File: config.mk
export PLATFORM = sky130hd
export DESIGN_NAME = free_polyomino_equivalence
export DESIGN_NICKNAME = d
export VERILOG_FILES = /design/src/rtl/core/fpe_pkg.sv /design/src/rtl/core/free_polyomino_equivalence.sv /design/src/rtl/core/fpe_anchor.sv /design/src/rtl/core/fpe_cell.sv
export SDC_FILE = /design/constraint.sdc
export NUM_CORES = 1
export LEC_CHECK = 0
export BUFFER_PORTS_ARGS = -buffer_cell sky130_fd_sc_hd__buf_4
export CORE_MARGIN = 2
export CORE_UTILIZATION = 60
export CTS_CLUSTER_SIZE = 16
export DETAILED_ROUTE_END_ITERATION = 12
export PLACE_DENSITY_LB_ADDON = 0.15
export SLEW_MARGIN = 30
export SYNTH_ARGS = -nofsm -noshare
export SYNTH_HDL_FRONTEND = slang
export SYNTH_SLANG_ARGS = --single-unit
File: constraint.sdc
create_clock -name clk -period 40 [get_ports clk]
set_input_delay 2 -clock clk [delete_from_list [all_inputs] [get_ports clk]]
set_output_delay 2 -clock clk [all_outputs]
set_load 0.01 [all_outputs]
File: src/rtl/core/fpe_pkg.sv
// Types, constants and point transforms for the free polyomino equivalence block.
package fpe_pkg;

	localparam int MAX_CELLS_DEF = 16;
	localparam int COORD_W       = 5;
	localparam int XF_W          = 6;
	localparam int TGT_W         = 7;
	localparam int N_XFORM       = 8;
	localparam logic [2:0] XFORM_LAST = 3'd7;

	// Item kinds on the input stream.
	localparam logic KIND_A = 1'b0;
	localparam logic KIND_B = 1'b1;

	typedef logic signed [COORD_W-1:0] coord_t;
	typedef logic signed [XF_W-1:0]    xf_coord_t;
	typedef logic signed [TGT_W-1:0]   tgt_coord_t;

	typedef struct packed {
		coord_t y;
		coord_t x;
	} cell_t;

	typedef struct packed {
		xf_coord_t y;
		xf_coord_t x;
	} xf_pt_t;

	typedef struct packed {
		tgt_coord_t y;
		tgt_coord_t x;
	} tgt_pt_t;

	typedef struct packed {
		logic load_a;
		logic load_b;
		logic rot_b;
	} cell_ctl_t;

	// Reflect across the y axis when bit 2 is set, then rotate a quarter turn
	// clockwise as many times as bits 1:0 say.
	function automatic xf_pt_t xform(input logic [2:0] t, input cell_t c);
		xf_coord_t x0;
		xf_coord_t y0;
		xf_pt_t    r;
		x0 = t[2] ? -XF_W'(c.x) : XF_W'(c.x);
		y0 = XF_W'(c.y);
		case (t[1:0])
			2'd0: begin
				r.x = x0;
				r.y = y0;
			end
			2'd1: begin
				r.x = y0;
				r.y = -x0;
			end
			2'd2: begin
				r.x = -x0;
				r.y = -y0;
			end
			default: begin
				r.x = -y0;
				r.y = x0;
			end
		endcase
		return r;
	endfunction

	// Lexicographic order: x first, then y.
	function automatic logic pt_less(input xf_pt_t a, input xf_pt_t b);
		return (a.x < b.x) || ((a.x == b.x) && (a.y < b.y));
	endfunction

endpackage

File: src/rtl/core/free_polyomino_equivalence.sv
// Top level of the free polyomino equivalence block.
// Input stream s_*: one cell per item. s_tuser is the kind (0 = shape A cell,
// 1 = shape B cell), s_tdata holds cell_x in bits 4:0 and cell_y in bits 9:5,
// s_tlast on a B cell ends the shape and starts the comparison.
// A full store drops the cell and flags overflow. After the last B cell the
// block checks the counts; unequal counts or two empty shapes go straight to
// the result. Otherwise it walks the B cells past the chain of A cells, one B
// cell per cycle, for each of the eight rotations and reflections, ending at
// the first transform whose cells all land in A, then posts the result once
// the output register is free. The B cells rotate through the cell chain.
// Output stream m_*: one item per comparison, m_tdata bit 0 = same,
// bit 1 = overflow. Loads are taken while a result waits; a stalled result
// holds the block only once the next comparison is done.
// Reset empties both stores and clears the overflow flag; both are emptied
// again after every result.
module free_polyomino_equivalence
	import fpe_pkg::*;
#(
	parameter int MAX_CELLS = MAX_CELLS_DEF
) (
	input  logic        clk,
	input  logic        arst_n,
	input  logic        s_tvalid,
	output logic        s_tready,
	input  logic [15:0] s_tdata,  // [4:0] cell_x, [9:5] cell_y, [15:10] zero
	input  logic        s_tuser,  // [0] kind
	input  logic        s_tlast,
	output logic        m_tvalid,
	input  logic        m_tready,
	output logic [7:0]  m_tdata   // [0] same, [1] overflow, [7:2] zero
);

	localparam int CNT_W = $clog2(MAX_CELLS + 1);

	typedef enum logic [1:0] {
		ST_IDLE,
		ST_DECIDE,
		ST_SCAN,
		ST_FINISH
	} state_t;

	state_t           state_q;
	logic [2:0]       t_q;
	logic [CNT_W-1:0] idx_q;
	logic [CNT_W-1:0] cnt_a_q;
	logic [CNT_W-1:0] cnt_b_q;
	logic             ok_q;
	logic             same_q;
	logic             ovf_q;
	logic             m_valid_q;
	logic             m_same_q;
	logic             m_ovf_q;

	logic      s_acc;
	logic      last_b;
	logic      room_a;
	logic      room_b;
	logic      drop;
	logic      finish;
	logic      found;
	logic      hit_all;
	logic      last_idx;
	cell_ctl_t ctl;
	cell_t     in_cell;
	cell_t     a_chain [MAX_CELLS];
	cell_t     b_chain [MAX_CELLS];
	logic [MAX_CELLS-1:0] match;
	xf_pt_t    a_anc;
	xf_pt_t    b_anc [N_XFORM];
	xf_pt_t    head_xf;
	xf_pt_t    sel_anc;
	tgt_pt_t   tgt;

	assign s_tready = (state_q == ST_IDLE);
	assign s_acc    = s_tvalid && s_tready;
	assign last_b   = s_acc && (s_tuser == KIND_B) && s_tlast;
	assign in_cell.x = s_tdata[4:0];
	assign in_cell.y = s_tdata[9:5];
	assign room_a   = (cnt_a_q < CNT_W'(MAX_CELLS));
	assign room_b   = (cnt_b_q < CNT_W'(MAX_CELLS));
	assign drop     = s_acc && ((s_tuser == KIND_B) ? !room_b : !room_a);

	assign ctl.load_a = s_acc && (s_tuser == KIND_A) && room_a;
	assign ctl.load_b = s_acc && (s_tuser == KIND_B) && room_b;
	assign ctl.rot_b  = (state_q == ST_SCAN);

	assign finish = (state_q == ST_FINISH) && (!m_valid_q || m_tready);

	// Anchors build up as cells load; dropped cells never reach them.
	fpe_anchor u_anchor_a (
		.clk    (clk),
		.arst_n (arst_n),
		.clear  (finish),
		.upd    (ctl.load_a),
		.pt     (xform(3'd0, in_cell)),
		.anchor (a_anc)
	);

	for (genvar t = 0; t < N_XFORM; t++) begin : g_anchor_b
		fpe_anchor u_anchor_b (
			.clk    (clk),
			.arst_n (arst_n),
			.clear  (finish),
			.upd    (ctl.load_b),
			.pt     (xform(3'(t), in_cell)),
			.anchor (b_anc[t])
		);
	end

	// The head B cell, transformed and moved into A's frame.
	assign head_xf = xform(t_q, b_chain[0]);
	assign sel_anc = b_anc[t_q];
	assign tgt.x = TGT_W'(head_xf.x) - TGT_W'(sel_anc.x) + TGT_W'(a_anc.x);
	assign tgt.y = TGT_W'(head_xf.y) - TGT_W'(sel_anc.y) + TGT_W'(a_anc.y);

	for (genvar j = 0; j < MAX_CELLS; j++) begin : g_cell
		cell_t a_prev;
		cell_t b_prev;
		cell_t b_next;
		if (j == 0) begin : g_first
			assign a_prev = in_cell;
			assign b_prev = in_cell;
		end else begin : g_rest
			assign a_prev = a_chain[j-1];
			assign b_prev = b_chain[j-1];
		end
		if (j == MAX_CELLS - 1) begin : g_end
			assign b_next = b_chain[0];
		end else begin : g_mid
			assign b_next = b_chain[j+1];
		end
		fpe_cell u_cell (
			.clk    (clk),
			.ctl    (ctl),
			.a_live (CNT_W'(j) < cnt_a_q),
			.b_wrap (CNT_W'(j) == (cnt_b_q - CNT_W'(1))),
			.a_prev (a_prev),
			.b_prev (b_prev),
			.b_next (b_next),
			.b_head (b_chain[0]),
			.tgt    (tgt),
			.a_cur  (a_chain[j]),
			.b_cur  (b_chain[j]),
			.match  (match[j])
		);
	end

	assign found    = |match;
	assign hit_all  = ((idx_q == '0) || ok_q) && found;
	assign last_idx = (idx_q == (cnt_b_q - CNT_W'(1)));

	always_ff @(posedge clk or negedge arst_n) begin
		if (!arst_n) begin
			state_q   <= ST_IDLE;
			t_q       <= '0;
			idx_q     <= '0;
			cnt_a_q   <= '0;
			cnt_b_q   <= '0;
			ok_q      <= 1'b0;
			same_q    <= 1'b0;
			ovf_q     <= 1'b0;
			m_valid_q <= 1'b0;
			m_same_q  <= 1'b0;
			m_ovf_q   <= 1'b0;
		end else begin
			if (m_valid_q && m_tready && !finish) begin
				m_valid_q <= 1'b0;
			end
			case (state_q)
				ST_IDLE: begin
					if (ctl.load_a) begin
						cnt_a_q <= cnt_a_q + CNT_W'(1);
					end
					if (ctl.load_b) begin
						cnt_b_q <= cnt_b_q + CNT_W'(1);
					end
					if (drop) begin
						ovf_q <= 1'b1;
					end
					if (last_b) begin
						state_q <= ST_DECIDE;
					end
				end
				ST_DECIDE: begin
					t_q   <= '0;
					idx_q <= '0;
					ok_q  <= 1'b0;
					if (cnt_a_q != cnt_b_q) begin
						same_q  <= 1'b0;
						state_q <= ST_FINISH;
					end else if (cnt_b_q == '0) begin
						same_q  <= 1'b1;
						state_q <= ST_FINISH;
					end else begin
						state_q <= ST_SCAN;
					end
				end
				ST_SCAN: begin
					if (last_idx) begin
						idx_q <= '0;
						if (hit_all) begin
							same_q  <= 1'b1;
							state_q <= ST_FINISH;
						end else if (t_q == XFORM_LAST) begin
							same_q  <= 1'b0;
							state_q <= ST_FINISH;
						end else begin
							t_q <= t_q + 3'd1;
						end
					end else begin
						ok_q  <= hit_all;
						idx_q <= idx_q + CNT_W'(1);
					end
				end
				ST_FINISH: begin
					// Post the answer once the output register is free, then empty the stores.
					if (finish) begin
						m_valid_q <= 1'b1;
						m_same_q  <= same_q;
						m_ovf_q   <= ovf_q;
						cnt_a_q   <= '0;
						cnt_b_q   <= '0;
						ovf_q     <= 1'b0;
						state_q   <= ST_IDLE;
					end
				end
				default: begin
					state_q <= ST_IDLE;
				end
			endcase
		end
	end

	assign m_tvalid = m_valid_q;
	assign m_tdata  = {6'b0, m_ovf_q, m_same_q};

endmodule

File: src/rtl/core/fpe_anchor.sv
// Running anchor (lowest x, then lowest y) of the points loaded into one shape.
module fpe_anchor
	import fpe_pkg::*;
(
	input  logic   clk,
	input  logic   arst_n,
	input  logic   clear,
	input  logic   upd,
	input  xf_pt_t pt,
	output xf_pt_t anchor
);

	logic   have_q;
	xf_pt_t anchor_q;

	always_ff @(posedge clk or negedge arst_n) begin
		if (!arst_n) begin
			have_q <= 1'b0;
		end else if (clear) begin
			have_q <= 1'b0;
		end else if (upd) begin
			have_q <= 1'b1;
		end
	end

	always_ff @(posedge clk) begin
		if (upd && (!have_q || pt_less(pt, anchor_q))) begin
			anchor_q <= pt;
		end
	end

	assign anchor = anchor_q;

endmodule

File: src/rtl/core/fpe_cell.sv
// One slot of the cell chain: holds one A cell and one B cell and tests A against the target.
module fpe_cell
	import fpe_pkg::*;
(
	input  logic      clk,
	input  cell_ctl_t ctl,
	input  logic      a_live,
	input  logic      b_wrap,
	input  cell_t     a_prev,
	input  cell_t     b_prev,
	input  cell_t     b_next,
	input  cell_t     b_head,
	input  tgt_pt_t   tgt,
	output cell_t     a_cur,
	output cell_t     b_cur,
	output logic      match
);

	cell_t a_q;
	cell_t b_q;

	always_ff @(posedge clk) begin
		if (ctl.load_a) begin
			a_q <= a_prev;
		end
		// Rotate B toward the head; the last live slot takes the head back.
		if (ctl.rot_b) begin
			b_q <= b_wrap ? b_head : b_next;
		end else if (ctl.load_b) begin
			b_q <= b_prev;
		end
	end

	assign a_cur = a_q;
	assign b_cur = b_q;
	assign match = a_live && (TGT_W'(a_q.x) == tgt.x) && (TGT_W'(a_q.y) == tgt.y);

endmodule

* Yosys cells after proc, flatten, opt, wreduce, memory -nomap -nowiden
Index checks and enable logic that the tools add are counted.
** Word-level totals
- Register bits after elaboration :: 448
- Latch bits :: 0
- Bits in writable memories :: 0
- ROM bits :: 0
- Input bits :: 22
- Output and inout port bits :: 10
- Logic and storage cells :: 421
- Memories :: 0
** Operators by class
- Add/subtract/negate cells :: 15
- Multipliers :: 0
- Div/mod/pow operators :: 0
- $lt $le $gt $ge :: 37
- Equality and inequality tests :: 75
- Shift-type cells :: 0
- Multiplexer cells :: 90
- Bitwise operators :: 2
- Reductions and logical operators :: 107
** Operator list (number)
- 10-bit two-way mux :: 47
- 5-bit by 7-bit == test with 1-bit output :: 32
- 1-bit logical AND :: 61
- 6-bit < comparator :: 10
- 4-bit by 5-bit < comparator with 1-bit output (first input constant) :: 8
- 5-bit < comparator :: 8
- 12-bit binary-select mux with 3-bit select :: 1
- 12-bit one-hot mux with 3 select lines :: 1
- 4-bit by 5-bit == test with 1-bit output (first input constant) :: 7
- 6-bit == test :: 5
- 5-bit one-hot mux with 2 select lines :: 3
- 5-bit == test :: 5
- 12-bit two-way mux :: 2
- 5-bit negator with 6-bit output :: 4
- 3-bit by 5-bit == test with 1-bit output (first input constant) :: 4
- 1-bit logical OR :: 20
- 3-bit by 5-bit < comparator with 1-bit output (first input constant) :: 4
- 5-bit two-way mux :: 4
- 1-bit two-way mux :: 18
- 16-bit OR reduction :: 1
- 5-bit by 1-bit adder with 5-bit output (second input constant) :: 3
- 5-bit logical NOT :: 3
- 7-bit by 5-bit adder with 7-bit output :: 2
- 6-bit by 6-bit subtractor with 7-bit output :: 2
- other kinds (31) :: 71

* Logic depth before layout (Yosys ltp)
- Word-level depth :: 14
- Gate-level depth with buffers :: 28
- Depth with buffers taken out :: 26

* By module
A second synthesis with hierarchy kept.
** Unflattened totals
- Cell total of the unflattened synthesis :: 2169
- Area, all modules :: 25912.4 um2
** By module, submodules not included
- fpe_cell :: instances 16, cells each 70, area an instance 943.4 um2, seq. area each 600.6 um2
- fpe_anchor :: instances 9, cells each 57, area an instance 710.7 um2, seq. area each 385.4 um2
- free_polyomino_equivalence :: instances 1, cells each 536, area an instance 4421.7 um2, seq. area each 650.6 um2

* Worst setup path before layout
No wires, ideal clock.
- Kind :: in2reg
- Start point :: input port s_tuser
- End point :: register cnt_a_q[2]
- Setup time :: 143 ps
- Data arrival time :: 15631 ps
- Data required time :: 39857 ps
- Path slack :: 24226 ps
- Cell stages on the path :: 4
- Path buffers :: 0
- Path through :: nor3_1 o21ai_0 o21ai_0 o31ai_1
** Between the ends
- Word-level cells in the longest chain between the ends :: 5
** RTL lines
- start, declared :: line free_polyomino_equivalence.sv:26 : input logic s_tuser,
- 1-bit NOT :: line free_polyomino_equivalence.sv:83 : assign ctl.load_a = s_acc && (s_tuser == KIND_A) && room_a;
- 1-bit logical AND (2 in a row) :: line free_polyomino_equivalence.sv:83
- 2-bit by 1-bit != test with 1-bit output (no source line)
- 3-bit AND reduction (no source line)
- end signal, assigned :: line free_polyomino_equivalence.sv:172 : cnt_a_q <= cnt_a_q + CNT_W'(1);
- end, declared :: line free_polyomino_equivalence.sv:45 : logic [CNT_W-1:0] cnt_a_q;
No other way between the ends.
A chain may end at the register's enable or synchronous reset.

* Worst setup path after layout
- Start point :: register g_cell[0].u_cell.b_q (netlist bit g_cell[0].u_cell.b_cur[0])
- End point :: register state_q[0]
** Between the ends
- Word-level cells in the longest chain between the ends :: 14
- Elaborated cells between the ends (all ways) :: 79
- Classes of those cells :: 6 x add/sub; 33 x eq/ne; 5 x mux; 35 x reduce/logical
** RTL lines
- start, declared :: line fpe_cell.sv:20 : cell_t b_q;
- start signal, assigned :: line fpe_cell.sv:28 : b_q <= b_wrap ? b_head : b_next;
- start signal, assigned :: line fpe_cell.sv:30 : b_q <= b_prev;
- 5-bit negator with 6-bit output :: line fpe_pkg.sv:46 : x0 = t[2] ? -XF_W'(c.x) : XF_W'(c.x);
- 6-bit two-way mux (*) :: line fpe_pkg.sv:46
- 6-bit negator :: line fpe_pkg.sv:55, fpe_pkg.sv:58
- 12-bit one-hot mux with 3 select lines (*) :: line fpe_pkg.sv:48 : case (t[1:0])
- 6-bit by 6-bit subtractor with 7-bit output :: line free_polyomino_equivalence.sv:113 : assign tgt.x = TGT_W'(head_xf.x) - TGT_W'(sel_anc.x) + TGT_W'(a_anc.x);
- 7-bit by 5-bit adder with 7-bit output :: line free_polyomino_equivalence.sv:113
- 5-bit by 7-bit == test with 1-bit output :: line fpe_cell.sv:36 : assign match = a_live && (TGT_W'(a_q.x) == tgt.x) && (TGT_W'(a_q.y) == tgt.y);
- 1-bit logical AND (2 in a row) :: line fpe_cell.sv:36
- 16-bit OR reduction (*) :: line free_polyomino_equivalence.sv:148 : assign found = |match;
- 1-bit logical AND (*) :: line free_polyomino_equivalence.sv:149 : assign hit_all = ((idx_q == '0) || ok_q) && found;
- 2-bit two-way mux :: line free_polyomino_equivalence.sv:201 : if (hit_all) begin
- 2-bit two-way mux :: line free_polyomino_equivalence.sv:199 : if (last_idx) begin
- 2-bit one-hot mux with 4 select lines :: line free_polyomino_equivalence.sv:169 : case (state_q)
- end signal, assigned :: line free_polyomino_equivalence.sv:154 : state_q <= ST_IDLE;
- end signal, assigned :: line free_polyomino_equivalence.sv:203 : state_q <= ST_FINISH;
- end signal, assigned :: line free_polyomino_equivalence.sv:206 : state_q <= ST_FINISH;
- end, declared :: line free_polyomino_equivalence.sv:42 : state_t state_q;
Mark *: on every way between the ends. The rest lies on a longest branch, timed or not. The select of a mux whose other input is x is not followed.

==> flow_results.org <==
** Outcome
- Outcome :: finished, final reports clean

** Detailed routing
- Per-cell via count in the routed design :: 6.106
- Number of DRC violations after detailed routing :: 0
- Vias :: 16,510
- The first TritonRoute pass finished after 5 iterations.
- First-iteration detailed-routing DRC count :: between 1,500 and 2,000
- The detail route stage leaves a number of antenna-violating nets equal to 0.
- DRT Wirelength :: 55.09 mm
- WL per Instance :: 20.37 um

** Clock tree
- Clock buffer depth :: 3
- Clock insertion delay at the later pin of the skew report :: 590 ps
- The clock tree synthesis step divided the H-tree into 2 levels.
- Clock tree from TritonCTS :: yes
- Buffers inserted during clock tree synthesis total 49.
- In this run, post-CTS repair resized a total of 0 instances.
- After clock tree synthesis, the clock-pin slew on the worst setup and hold paths is 60 ps.
- The root buffer cell chosen for the clock tree is clkbuf_16.
- The number of hold buffers added after CTS was 0.
- Setup repair bufs after CTS :: 0
- Number of sinks on the clock net :: 448

** Layout
- Footprint of the flip-flops and latches :: 13,310 um2
- Layout net count :: 2,296
- Layout cells sized above 1 :: about a tenth
- Final cell utilization of the core :: 66.03%
- Relative to the synthesized area, the layout overhead comes to 8.752%.
- Counting the fill cells in the layout gives 3,107.
- Final non-filler cell total :: around 2,700
- Leaving out fill and tap cells, the most frequent cells in the layout are 420 x edfxtp_1, 239 x nor2_1, 238 x a21oi_1, 162 x inv_1, 126 x ha_1.
- Most common library cell in the layout ignoring fill and taps :: edfxtp_1
- ANT cells :: 0
- Area occupied by multi-input gates :: around 10,000 um2

** Hold path
- Capture endpoint of the worst hold path :: g_cell[3].u_cell.a_cur[9]$_DFFE_PP_
- Counting instances, the worst hold path has a depth of 0.
- The startpoint identified for the worst hold timing path is g_cell[2].u_cell.a_cur[9]$_DFFE_PP_.
- Type of the tightest min-delay check :: flip-flop to flip-flop

** GRT
- Global routing used approximately a quarter of the available tracks across all layers.
- The first global-routing pass estimated 88.11 mm of wire.
- Pin count of the biggest net entering global routing :: roughly 250
- Summed over all layers, the global routing overflow is 0.
- Antenna violations before repair :: 0
- Vias in the first global route :: 16,381

** Worst setup path
- Count of buffering cells on the critical path with inverters included :: 2
- Tracing the worst setup path back leads to its startpoint at g_cell[0].u_cell.b_cur[0]$_DFFE_PP_.
- Worst path max stage delay :: ~940 ps
- The worst register-to-register path begins at g_cell[0].u_cell.b_cur[0]$_DFFE_PP_.
- Total stage count of the critical path :: 22
- Count of cells along the worst register-to-register path :: 22
- Worst reg2reg endpoint :: state_q[0]$_DFFE_PN0P_
- Among cell families on the critical path, the largest total delay comes from adder cells.
- Worst Path Required :: 40,470 ps
- The setup path with the least slack is of type flip-flop to flip-flop.
- Arrival time reported for the critical path endpoint :: 7670 ps
- STA classifies the critical path startpoint as a flip-flop.
- STA classifies the critical path endpoint as a flip-flop.
- The critical path goes through inv_1 -> ha_1 -> nand2_1 -> o21ai_0 -> inv_1 -> ha_1 -> a221oi_1 -> nand2_1 -> o21ai_0 -> fa_1 -> fa_2 -> xnor2_1 -> nor4_1 -> nand3_1 -> or4_1 -> nor2_1 -> a32oi_1 -> a21boi_0 -> o41ai_2 -> a41oi_4 -> o211ai_2 -> a211oi_1.
- Worst reg-to-reg setup slack :: 32,800 ps
- In this run the worst path has a maximum fanout of 17.
- Slowest cell on the critical path :: fa_2

** Synthesis
- Number of cells produced by synthesis :: about 2,200
- In this run the cell area of the synthesized design comes to roughly 25,000 um2.
- The average instance in the mapped netlist occupies 11.50 um2.
- Proportion of register bits with asynchronous set or reset after synthesis :: 6.250%
- Warning count from the yosys run :: 0
- In this run, synthesis inferred 420 flip-flops with an integrated enable.
- For this run, the leading register cell type out of synthesis is edfxtp_1.
- Total of flip-flops plus latches after synthesis :: 448
- Counting distinct cell types in the post-synthesis netlist gives 89.
- The share of the Yosys chip area taken by registers is 53.70%.

** Floorplan
- Die ar. :: about 43,000 um2
- In this run the vertical extent of the chip is 207.3 um.
- Cell Rows :: 74
- Initial core utilization :: between 60% and 70%
- Placeable core region :: 40,830 um2
- Die extent in x :: 207.3 um
- 32 I/O pins were placed.

** Timing
- Setup total negative slack on the finished layout was measured at 0 ps.
- Setup repair after global routing left no endpoint under its margin.
- In this run the tightest slew margin relative to its limit is 38.28%.
- Slew at the pin closest to its max-slew limit :: 921.2 ps
- Pins Over Slew Limit :: 0
- Setup violations remaining at the end of the flow were counted as 0.
- The final number of hold-violating endpoints is 0.
- Min setup slack post-route :: between 30,000 and 40,000 ps
- Maximum clock frequency :: 138.8 MHz
- The final critical path takes up 18.01% of the cycle.
- The smallest clock period supported by the final layout is computed as between 7000 and 8000 ps.
- The clock arrives with roughly 12 ps of skew.

** Place
- The congestion estimate from routability-driven global placement came to 0.8982.
- Worst Setup Slack post-DPL :: 32,620 ps
- The count of buffers added on input and output ports is 19.
- Placed cell count :: 2,615
- Once detailed placement completed, the half-perimeter wirelength came to 37.19 mm.

** Run
- Max-capacitance violation count :: 0
## stage by stage
stage | hold WS (ps) | cell area, um2
after CTS | 459.9 | 26910
after global routing | 472.1 | 26960
after detailed placement | 445.9 | 25360
final | 454.7 | 26960
after floorplan | 426.4 | 24810
after global placement | 434.4 | 25320
## how the worst max path moves through the flow
stage                                        end  slack, ps
after floorplan           cnt_a_q[2]$_DFFE_PN0P_      24230
after global placement    state_q[1]$_DFFE_PN0P_      32790
after detailed placement  state_q[1]$_DFFE_PN0P_      32620
after CTS                 state_q[1]$_DFFE_PN0P_      32610
after global routing      state_q[0]$_DFFE_PN0P_      32330
final                     state_q[0]$_DFFE_PN0P_      32800
## registers in the layout, summed over array words and instances (netlist names)
name / count
state_q: 2
u_anchor_a.have_q: 1
ok_q: 1
u_anchor_a.anchor: 10
g_anchor_b.u_anchor_b.anchor: 90
same_q: 1
cnt_b_q: 5
g_cell.u_cell.b_cur: 160
m_ovf_q: 1
m_same_q: 1
ovf_q: 1
g_cell.u_cell.a_cur: 160
cnt_a_q: 5
t_q: 3
idx_q: 5
g_anchor_b.u_anchor_b.have_q: 1
m_tvalid: 1
## cells by family (layout without fill, tap and decap cells)
logic type | after synthesis | in the layout | share of synthesized area [%]
and+or+nand+nor | 528 | 528 | 10.01
adders and majority gates | 139 | 139 | 7.379
DFF | 448 | 448 | 53.70
xor gates and xnor gates | 172 | 172 | 6.667
muxes | 122 | 122 | 6.188
other | 1 | 6 | 0.01513
AOI/OAI and AO/OA | 459 | 459 | 11.42
buffers and inverters | 287 | 298 | 4.628
## metal layers
metal,global-route usage (%),up-vias,share of wire (%)
met2,41.03,497,47
li1,-,7794,-
met4,9.360,0,3.0
met5,0,-,0
met1,36.07,8110,43
met3,4.508,109,6.3
## synth_stat cells (5+ instances only)
library cell / count / area, um2
edfxtp_1: 420 / 12610
nor2_1: 239 / 897.1
a21oi_1: 238 / 1191
inv_1: 162 / 608.1
ha_1: 127 / 1589
clkbuf_1: 88 / 330.3
nand2_1: 87 / 326.6
xnor2_1: 81 / 709.4
xor2_1: 78 / 683.2
o21ai_0: 76 / 380.4
mux2i_1: 73 / 730.7
nand3_1: 39 / 195.2
nor3_1: 35 / 175.2
dfrtp_1: 28 / 700.7
mux2_2: 26 / 292.8
mux4_2: 22 / 495.5
nand4_1: 20 / 125.1
nor2b_1: 18 / 112.6
a31oi_1: 15 / 93.84
buf_2: 14 / 70.07
nor4_1: 13 / 81.33
buf_4: 12 / 90.09
fa_1: 12 / 240.2
nand2b_1: 12 / 75.07
o211ai_1: 12 / 90.09
o21a_1: 12 / 90.09
a21o_1: 11 / 82.58
nor3b_1: 11 / 82.58
a21boi_0: 9 / 67.56
or3_1: 8 / 50.05
a41oi_1: 6 / 52.55
nand4b_1: 6 / 52.55
o221ai_1: 6 / 52.55
o31ai_1: 6 / 45.04
xnor3_1: 6 / 135.1
a2111oi_0: 5 / 43.79
a221oi_1: 5 / 43.79
a32oi_1: 5 / 43.79
and3_1: 5 / 31.28
o22ai_1: 5 / 31.28
or4_1: 5 / 37.54
## area by class of cell
type                            instances  area share [%]
Sequential cell                       448           49.38
Clock buffer                           57           4.817
Clock inverter                         31          0.9189
Timing Repair Buffer                   42           1.337
Inverter                              168           2.339
Tap cell                              532           2.469
Multi-Input combinational cell       1426           38.74
Power is left out: the tool's default activity adds up to more than one toggle a clock period on the data nets, which glitch-free logic cannot reach.
